### src/rtl/hmtn_pkg.sv
// Shared types and constants for the heightmap triangle normal generator.
`default_nettype none

package hmtn_pkg;

	// Default sizes of the row store and the row counter.
	localparam int MAX_WIDTH_DEF = 4096;
	localparam int MAX_ROWS_DEF  = 4096;

	// Configuration port geometry and register indexes.
	localparam int CFG_AW = 4;
	localparam logic [1:0] REG_GRID_WIDTH   = 2'd0;
	localparam logic [1:0] REG_GRID_HEIGHT  = 2'd1;
	localparam logic [1:0] REG_CELL_SPACING = 2'd2;

	// Datapath widths of the normalization units.
	localparam int SQ_W   = 32;
	localparam int SUM_W  = 34;
	localparam int QUO_W  = 33;
	localparam int REM_W  = 35;
	localparam int ROOT_W = 17;

	// Six components per cell: NW x, y, z then SE x, y, z.
	localparam int NUM_COMP = 6;

	typedef enum logic [1:0] {
		U_IDLE,
		U_DIV,
		U_SQRT
	} unit_state_t;

	typedef enum logic [2:0] {
		S_IDLE,
		S_READ,
		S_SQUARE,
		S_SUM,
		S_START,
		S_WAIT,
		S_HOLD
	} ctl_state_t;

	// Work handed to one normalization unit.
	typedef struct packed {
		logic              start;
		logic              neg;
		logic [SQ_W-1:0]   sq;
		logic [SUM_W-1:0]  sumsq;
	} unit_req_t;

endpackage

`default_nettype wire

### src/rtl/hmtn_unit.sv
// Iterative unit that turns one component and a squared length into a Q1.15 value.
`default_nettype none

module hmtn_unit import hmtn_pkg::*; (
	input  wire logic      clk,
	input  wire logic      arst_n,
	input  wire unit_req_t req,
	output logic           done,
	output logic [15:0]    value
);

	unit_state_t state_q, state_d;
	logic [5:0]        cnt_q;
	logic              done_q;
	logic [REM_W-1:0]  rem_q;
	logic [QUO_W-1:0]  quo_q;
	logic [ROOT_W-1:0] root_q;
	logic [SUM_W-1:0]  sumsq_q;
	logic              neg_q;

	logic              div_bit;
	logic [REM_W-1:0]  rem_sub;
	logic [ROOT_W-1:0] trial;
	logic [2*ROOT_W-1:0] trial_sq;
	logic              fits;
	logic [ROOT_W:0]   rnd_full;
	logic [ROOT_W-1:0] rnd;
	logic [ROOT_W-1:0] rnd_neg;

	// One restoring division step: quotient of sq * 2^32 by the squared length.
	assign div_bit = rem_q >= {1'b0, sumsq_q};
	assign rem_sub = div_bit ? rem_q - {1'b0, sumsq_q} : rem_q;

	// One square root step, most significant bit first.
	assign trial    = root_q | (ROOT_W'(1) << cnt_q[4:0]);
	assign trial_sq = {{ROOT_W{1'b0}}, trial} * {{ROOT_W{1'b0}}, trial};
	assign fits     = trial_sq <= {1'b0, quo_q};

	// The root is the largest k with k*k no greater than the quotient; (root + 1) / 2 halves it with rounding.
	assign rnd_full = {1'b0, root_q} + (ROOT_W+1)'(1);
	assign rnd      = rnd_full[ROOT_W:1];
	assign rnd_neg  = ROOT_W'(0) - rnd;

	always_comb begin
		if (neg_q) begin
			value = rnd_neg[15:0];
		end else if (rnd > ROOT_W'(32767)) begin
			value = 16'h7FFF;
		end else begin
			value = rnd[15:0];
		end
	end

	assign done = done_q;

	// Sequencer: division steps, then square root steps.
	always_comb begin
		state_d = state_q;
		case (state_q)
			U_IDLE: begin
				if (req.start) state_d = U_DIV;
			end
			U_DIV: begin
				if (cnt_q == 6'(QUO_W-1)) state_d = U_SQRT;
			end
			U_SQRT: begin
				if (cnt_q == 6'd0) state_d = U_IDLE;
			end
			default: state_d = U_IDLE;
		endcase
	end

	always_ff @(posedge clk or negedge arst_n) begin
		if (!arst_n) begin
			state_q <= U_IDLE;
			cnt_q   <= 6'd0;
			done_q  <= 1'b0;
		end else begin
			state_q <= state_d;
			if (state_q == U_IDLE && req.start) begin
				cnt_q  <= 6'd0;
				done_q <= 1'b0;
			end else if (state_q == U_DIV) begin
				cnt_q <= (cnt_q == 6'(QUO_W-1)) ? 6'(ROOT_W-1) : cnt_q + 6'd1;
			end else if (state_q == U_SQRT) begin
				if (cnt_q == 6'd0) begin
					done_q <= 1'b1;
				end else begin
					cnt_q <= cnt_q - 6'd1;
				end
			end
		end
	end

	// Datapath registers.
	always_ff @(posedge clk) begin
		if (state_q == U_IDLE && req.start) begin
			rem_q   <= {{(REM_W-SQ_W){1'b0}}, req.sq};
			sumsq_q <= req.sumsq;
			neg_q   <= req.neg;
			quo_q   <= '0;
		end else if (state_q == U_DIV) begin
			rem_q <= {rem_sub[REM_W-2:0], 1'b0};
			quo_q <= {quo_q[QUO_W-2:0], div_bit};
			if (cnt_q == 6'(QUO_W-1)) root_q <= '0;
		end else if (state_q == U_SQRT) begin
			if (fits) root_q <= trial;
		end
	end

endmodule

`default_nettype wire

### config.mk
export PLATFORM = sky130hd
export DESIGN_NAME = hmtn_unit
export DESIGN_NICKNAME = d
export VERILOG_FILES = /design/src/rtl/hmtn_pkg.sv /design/src/rtl/hmtn_unit.sv
export SDC_FILE = /design/constraint.sdc
export NUM_CORES = 1
export LEC_CHECK = 0
export ABC_AREA = 0
export BUFFER_PORTS_ARGS = -buffer_cell sky130_fd_sc_hd__buf_2
export CORE_MARGIN = 1.5
export CORE_UTILIZATION = 59
export CTS_BUF_LIST = sky130_fd_sc_hd__clkbuf_2 sky130_fd_sc_hd__clkbuf_4 sky130_fd_sc_hd__clkbuf_8
export DETAILED_ROUTE_END_ITERATION = 10
export GPL_TIMING_DRIVEN = 0
export PLACE_DENSITY = 0.8
export SLEW_MARGIN = 30
export SYNTH_ARGS = -nofsm -noshare
export SYNTH_HDL_FRONTEND = slang
export SYNTH_SLANG_ARGS = --single-unit
### constraint.sdc
create_clock -name clk -period 8.3 [get_ports clk]
set_input_delay 1.66 -clock clk [delete_from_list [all_inputs] [get_ports clk]]
set_output_delay 1.66 -clock clk [all_outputs]
set_load 0.01 [all_outputs]
==> impl_metrics.py, run 1 <==
metrics = {
    "yosys": {
        "syn-num-nets": 2335,
        "async_reset_ff_share_pct": 6.98,
        "synthXorXnorAreaFrac_pct": 5.03,
        "syn_inst": 1887,
        "synthMuxAreaShare_pct": 3.57,
        "ys.flop_type": "edfxtp_1",
        "synth_top_family_by_area": "adder cells",
        "syn_area_sq_mm": 0.0169,
        "ys_top_cells_by_area": "fa_1 23%, edfxtp_1 15%, ha_1 14%",
        "yosys.area_share.simple_pct": 13.6,
        "ys_seq_area_share_pct": 20.5,
        "synth-edff-count": 84,
        "synth_cell_types": 75,
        "synth-compound-area-share_pct": 11.4,
        "avgSynthCellArea_sq_um": 8.96,
        "yosysTopAreaCell": "fa_1",
        "yosysTopAreaCellShare_pct": 22.9,
        "synth_adder_area_share_pct": 36.5,
        "synth.yosys.warnings": 0,
        "synth-seq-cells": 129,
    },
    "floorplan": {
        "pin_count": 87,
        "die_area_sq_mm": 0.0297,
        "die_x_microns": 172,
        "start_util_pct": 60.4,
        "die_h_microns": 172,
        "coreArea_sq_mm": 0.0280,
        "rows": 61,
    },
    "layout": {
        "drive_gt1_share_pct": 21.1,
        "nets": 2549,
        "antenna_cells": 0,
        "num-fill-cells": 1840,
        "final_util_pct": 72.5,
        "syn_to_final_growth_pct": 20.1,
    },
    "sta": {
        "fin_skew_ns": 0.0163,
        "max_slew_margin_pct": 39.3,
        "max_freq_ghz": 0.113,
        "min_period_ns": 8.81,
        "period_share_pct": 106,
        "hold_violations": 0,
        "fin_ws_ns": -0.514,
        "setup_violations": 17,
        "slew_viol_final": 0,
        "worstMarginPinSlew_ns": 0.900,
        "rsz0062_at_grt": "true",
    },
    "worst_setup_path": {
        "crit_fanout": 8,
        "reg2reg_to": "root_q[10]",
        "cp-start-kind": "flip-flop",
        "cp_data_arrival_time_ns": 8.99,
        "critPathCaptureType": "flip-flop",
        "worstPathRequired_ns": 8.48,
        "worst-path-buf-inv": 6,
        "critPathKind": "reg -> reg",
        "slowest_delay_ns": 0.59,
        "ff2ff_setup_slack_ns": -0.51,
        "reg2reg_depth": 31,
        "worst_path_max_delay_cell": "fa_2",
        "cp_top_family": "adder cells",
        "r2r-start": "cnt_q[0]",
        "crit_path_frequent_cell": "fa_1",
    },
    "global_route": {
        "grt_first_pass_wirelength_mm": 76.5,
        "grt_pass1_vias": 15124,
        "grt.overflow.total": 0,
        "grt_max_degree": 45,
        "antenna_found_initial": 0,
        "grt.total_usage_pct": 33.9,
    },
    "route": {
        "first_pass_iters": 8,
        "routed-via-count": 15092,
        "ant_nets": 0,
        "route.detailed.wl_per_inst_microns": 20.5,
        "vias_per_cell": 6.06,
        "drcViolationCount": 0,
        "drt_iter0_drc": 1729,
        "drt_wl_total_mm": 51.0,
    },
    "clocking": {
        "clk_pin_slew_ns": 0.08,
        "clk_path_buf_depth": 2,
        "cts_sinks": 129,
        "cts_hold_buf": 0,
        "cts_root_buffer": "clkbuf_8",
        "cts_tree": "done",
        "insertion_delay_ns": 0.47,
        "htreeDepth": 4,
        "cts_made_buffers": 17,
    },
    "worst_hold_path": {
        "hold_end": "quo_q[29]",
        "hp-class": "reg -> reg",
        "hp-start": "quo_q[29]",
        "hold_depth": 2,
    },
    "placement": {
        "dp_hpwl_mm": 32.7,
        "dpl_worst_slack_ns": -1.52,
        "gp_congestion": 0.965,
        "numPortBuffers": 86,
    },
    "run_status": {
        "outcome": "finished, violations left",
        "violations": "negative setup slack",
    },
    "job": {
        "drv_cap": 0,
    },
}
==> cells in the mapped netlist (all sizes together) (7+ instances only) <==
| cell type | n |
|---|---|
| inv | 356 |
| o31ai | 7 |
| nand2b | 10 |
| dfxtp | 36 |
| and3 | 9 |
| clkbuf | 39 |
| buf | 14 |
| o21a | 18 |
| mux2i | 58 |
| nor2b | 21 |
| a21oi | 92 |
| a31oi | 8 |
| fa | 193 |
| o211ai | 9 |
| xor2 | 31 |
| and4 | 7 |
| dfrtp | 9 |
| xnor2 | 66 |
| nand4 | 24 |
| a211oi | 15 |
| nor2 | 198 |
| edfxtp | 84 |
| a21o | 44 |
| o21ai | 66 |
| nand2 | 141 |
| clkinv | 7 |
| nor3 | 36 |
| ha | 185 |
| nand3 | 25 |
==> layer usage <==
| metal | up-vias | GRT usage (%) | routed length, microns |
|---|---|---|---|
| li1 | 6627 | - | - |
| met1 | 7178 | 41.7 | 19000 |
| met2 | 971 | 54.7 | 23200 |
| met3 | 316 | 9.43 | 5430 |
| met4 | 0 | 17.1 | 3320 |
| met5 | - | 0 | 0 |
==> worst max path at each step <==
stage	startpoint	endpoint	slack, ns	cells after the start
3_5_place_dp	cnt_q[3]	root_q[6]	-1.52	29
3_3_place_gp	cnt_q[3]	root_q[11]	-1.44	29
2_1_floorplan	cnt_q[0]	root_q[0]	0.01	33
6_report	cnt_q[0]	root_q[10]	-0.51	31
4_1_cts	cnt_q[0]	root_q[9]	-0.14	38
5_1_grt	cnt_q[0]	root_q[10]	-0.69	34
==> flip-flops by register name (all words and copies together) (netlist names) <==
register	cells
rem_q	35
sumsq_q	34
quo_q	33
root_q	17
cnt_q	6
state_q	2
done	1
neg_q	1
==> placed cells by master (no fill, tap or decap), types with 10 or more instances in the layout <==
| cell type | netlist | layout |
|---|---|---|
| a21oi_1 | 91 | 74 |
| nand2_1 | 141 | 118 |
| clkbuf_1 | 39 | 24 |
| a21oi_4 | 0 | 10 |
| edfxtp_1 | 84 | 84 |
| inv_1 | 354 | 320 |
| xor2_1 | 31 | 31 |
| buf_12 | 0 | 12 |
| a211oi_1 | 14 | 13 |
| inv_2 | 2 | 30 |
| clkbuf_8 | 0 | 24 |
| a21o_1 | 44 | 38 |
| nand3_1 | 25 | 25 |
| buf_4 | 4 | 91 |
| nand2_2 | 0 | 16 |
| ha_4 | 0 | 17 |
| fa_1 | 193 | 174 |
| nor2b_1 | 21 | 13 |
| xnor2_1 | 66 | 66 |
| nand4_1 | 24 | 24 |
| fa_2 | 0 | 19 |
| o21ai_0 | 63 | 57 |
| dfxtp_1 | 36 | 36 |
| nor3_1 | 36 | 34 |
| buf_6 | 0 | 11 |
| ha_1 | 185 | 164 |
| buf_2 | 3 | 89 |
| mux2i_1 | 58 | 58 |
| nor2_1 | 198 | 180 |
| o21a_1 | 18 | 17 |
==> worst min-delay path, stage by stage, from the launching register on <==
cell and delay [ns]:
dfxtp_1 0.35, mux2i_1 0.07, nor2_1 0.07
==> kinds of logic after synthesis <==
| logic type | Yosys count |
|---|---|
| mux | 60 |
| fa+ha+maj | 378 |
| compound gates | 301 |
| xor+xnor | 97 |
| buf+inv | 416 |
| flops | 129 |
| simple gates | 506 |
==> area by class of cell <==
type / count / area (sq um) / share of cell area [%]
flip-flops and latches: 129 / 3470 / 17.1
repair buffers: 198 / 1480 / 7.30
well taps: 378 / 473 / 2.33
multi-input cells: 1342 / 12700 / 62.4
inverters: 363 / 1450 / 7.16
clock inverters: 14 / 133 / 0.653
clock buffers: 18 / 241 / 1.19
plain buffers: 50 / 369 / 1.82
==> per-stage QoR <==
stage          instance area, sq um  instances  hold WS [ns]  setup TNS, ns
6_report                      20300       2492         0.528          -8.58
5_1_grt                       20300       2492         0.550         -11.62
4_1_cts                       20000       2472         0.528          -2.27
3_5_place_dp                  18000       2352         0.503         -25.77
3_3_place_gp                  17900       2351         0.482         -24.51
2_1_floorplan                 17000       1887         0.460              0
==> what timing repair did <==
action | CTS | global route
pin swaps | 114 | 74
setup buffers | 87 | 22
resized for setup | 218 | 67
gates cloned | 3 | 0
endpoints found under the setup margin | 17 | 17
Power of run 1 is not shown: default switching activity piles up to over one toggle a cycle in this logic, so the estimate is an artifact.
==> inputs of run 2 (changes only) <==
--- a/config.mk
+++ b/config.mk
@@ -7,13 +7,14 @@
 export LEC_CHECK = 0
 export ABC_AREA = 0
 export BUFFER_PORTS_ARGS = -buffer_cell sky130_fd_sc_hd__buf_2
+export CELL_PAD_IN_SITES_DETAIL_PLACEMENT = 0
+export CELL_PAD_IN_SITES_GLOBAL_PLACEMENT = 1
 export CORE_MARGIN = 1.5
-export CORE_UTILIZATION = 59
+export CORE_UTILIZATION = 45
 export CTS_BUF_LIST = sky130_fd_sc_hd__clkbuf_2 sky130_fd_sc_hd__clkbuf_4 sky130_fd_sc_hd__clkbuf_8
 export DETAILED_ROUTE_END_ITERATION = 10
 export GPL_TIMING_DRIVEN = 0
-export PLACE_DENSITY = 0.8
-export SLEW_MARGIN = 30
+export PLACE_DENSITY_LB_ADDON = 0.1
 export SYNTH_ARGS = -nofsm -noshare
 export SYNTH_HDL_FRONTEND = slang
 export SYNTH_SLANG_ARGS = --single-unit
==> constraint.sdc (replaced) <==
create_clock -name clk -period 8.3 [get_ports clk]
set_input_delay 1.66 -clock clk [delete_from_list [all_inputs] [get_ports clk]]
set_output_delay 1.66 -clock clk [all_outputs]
set_load 0.02 [all_outputs]
==> run 2 against run 1 <==
Effect of this change: the run still ends with negative setup slack left; worst hold slack worse by 0.017 ns; sequential cell count is the same; design area grew 0.12%; first-iteration DRC count shrank 59%; worst setup slack improved by 0.16 ns; sequential share of layout area is essentially flat; final cell count is 3.6% higher; utilization shrank 17 points; critical path type unchanged; critical endpoint is now root_q[0]; largest cell class unchanged; highest routed layer unchanged.
==> impl_metrics.py, run 2 (same netlist as run 1, synthesis figures left out) <==
metrics = {
    "layout": {
        "multiInputGateArea_sq_mm": 0.0126,
        "num-fill-cells": 3378,
        "layout_commonest_cell": "inv_1",
        "final-seq-area_sq_mm": 0.00347,
        "layout_common_cells": "329 x inv_1, 183 x fa_1, 176 x nor2_1, 165 x ha_1, 125 x nand2_1",
        "antenna_cells": 0,
        "top_regs": "rem_q: 35 flops, sumsq_q: 34 flops, quo_q: 33 flops",
        "largest_reg_flops": 35,
        "syn_to_final_growth_pct": 20.2,
        "nets": 2549,
        "drive_gt1_share_pct": 19.8,
        "regMostFlops": "rem_q",
    },
    "placement": {
        "dp_hpwl_mm": 36.4,
        "gp_congestion": 0.878,
        "numPortBuffers": 86,
        "dpl_worst_slack_ns": -1.60,
    },
    "floorplan": {
        "die_x_microns": 197,
        "rows": 70,
        "pin_count": 87,
        "die_area_sq_mm": 0.0387,
        "die_h_microns": 197,
        "start_util_pct": 46.0,
        "coreArea_sq_mm": 0.0368,
    },
    "worst_setup_path": {
        "critPathKind": "reg -> reg",
        "worst_path_max_delay_cell": "fa_1",
        "slowest_delay_ns": 0.59,
        "cp_data_arrival_time_ns": 8.87,
        "worstPathRequired_ns": 8.52,
        "crit_fanout": 8,
        "cp-start-kind": "flip-flop",
        "critPathCaptureType": "flip-flop",
        "crit_path_frequent_cell": "fa_1",
    },
    "clocking": {
        "insertion_delay_ns": 0.51,
        "htreeDepth": 4,
        "clk_pin_slew_ns": 0.09,
        "cts_root_buffer": "clkbuf_8",
        "cts_tree": "done",
        "cts_sinks": 129,
        "clk_path_buf_depth": 2,
        "cts_hold_buf": 0,
        "cts_made_buffers": 17,
    },
    "route": {
        "ant_nets": 0,
        "drt_iter0_drc": 710,
        "first_pass_iters": 5,
        "drt_wl_total_mm": 47.2,
        "drcViolationCount": 0,
        "vias_per_cell": 5.27,
        "routed-via-count": 13603,
        "route.detailed.wl_per_inst_microns": 18.3,
    },
    "run_status": {
        "outcome": "finished, violations left",
        "violations": "negative setup slack",
    },
    "global_route": {
        "grt_first_pass_wirelength_mm": 76.3,
        "grt_pass1_vias": 14144,
        "antenna_found_initial": 0,
        "grt.overflow.total": 0,
        "grt.total_usage_pct": 25.7,
        "grt_max_degree": 28,
    },
    "sta": {
        "hold_violations": 0,
        "max_freq_ghz": 0.116,
        "slew_viol_final": 0,
        "period_share_pct": 104,
        "max_slew_margin_pct": 46.0,
        "fin_ws_ns": -0.357,
        "rsz0062_at_grt": "true",
        "worstMarginPinSlew_ns": 0.811,
        "fin_skew_ns": 0.0224,
        "setup_violations": 17,
        "min_period_ns": 8.66,
    },
    "job": {
        "drv_cap": 0,
    },
    "worst_hold_path": {
        "hp-class": "reg -> reg",
    },
}
## run 2: changes by cell type in the layout (fill, tap and decap cells not counted), sizes merged
cell | previous run | this run
buf | 214 | 213
inv | 357 | 354
bufinv | 1 | 3
clkinvlp | 9 | 6
clkinv | 10 | 13
clkbuf | 52 | 53
## run 2: path summary, 6_finish.rpt
check | cells after the start | slack (ns) | to | startpoint
worst min-delay path | 2 | 0.51 | quo_q[32] | quo_q[32]
worst min register to register | 2 | 0.51 | quo_q[32] | quo_q[32]
min in group asynchronous | 1 | 1.00 | done | arst_n
max in group asynchronous | 1 | 7.08 | cnt_q[4] | arst_n
worst max-delay path | 30 | -0.36 | root_q[0] | cnt_q[0]
worst max register to register | 30 | -0.36 | root_q[0] | cnt_q[0]
## run 2: area by class of cell
class,instances,share of cell area (%)
inverters,363,7.07
clock buffers,19,1.22
repair buffers,197,7.32
multi-input cells,1342,62.0
clock inverters,12,0.702
repair inverters,1,0.0554
plain buffers,50,1.65
flip-flops and latches,129,17.1
well taps,468,2.88
## run 2: through the flow
step | instances | hold slack (ns) | area, sq um | setup TNS [ns] | utilization (%)
2_1_floorplan | 1887 | 0.460 | 17000 | 0 | -
3_3_place_gp | 2441 | 0.480 | 18000 | -27.30 | 49.1
3_5_place_dp | 2443 | 0.497 | 18100 | -27.17 | 49.2
4_1_cts | 2559 | 0.515 | 19900 | -5.92 | 54.2
5_1_grt | 2581 | 0.546 | 20300 | -10.49 | 55.3
6_report | 2581 | 0.511 | 20300 | -5.70 | 55.3
## run 2: critical path, delay by kind of cell, from the launching register on
kind	cells	cell delay (ns)
adder cells (fa/ha/maj)	9	3.71
AO/OA/AOI/OAI	11	2.75
buffers and inverters	6	0.78
flip-flops	1	0.49
AND/OR/NAND/NOR	3	0.45
XOR/XNOR	1	0.16
## run 2: repair_timing
item,in CTS,in global routing
cloned,2,1
hold endpoints to repair,0,0
endpoints found under the setup margin,17,17
buffers inserted,86,21
resized for setup,193,58
pin swaps,41,56
## run 2: routing by layer
metal,share of wire (%),vias to the layer above,wire length (microns),track usage [%]
met5,0,-,0,0
met4,2.2,0,1050,8.59
met1,46,6625,21900,35.0
met3,4.8,73,2260,4.59
li1,-,6623,-,-
met2,47,282,22000,41.4
Power of run 2 is left out for the same reason.
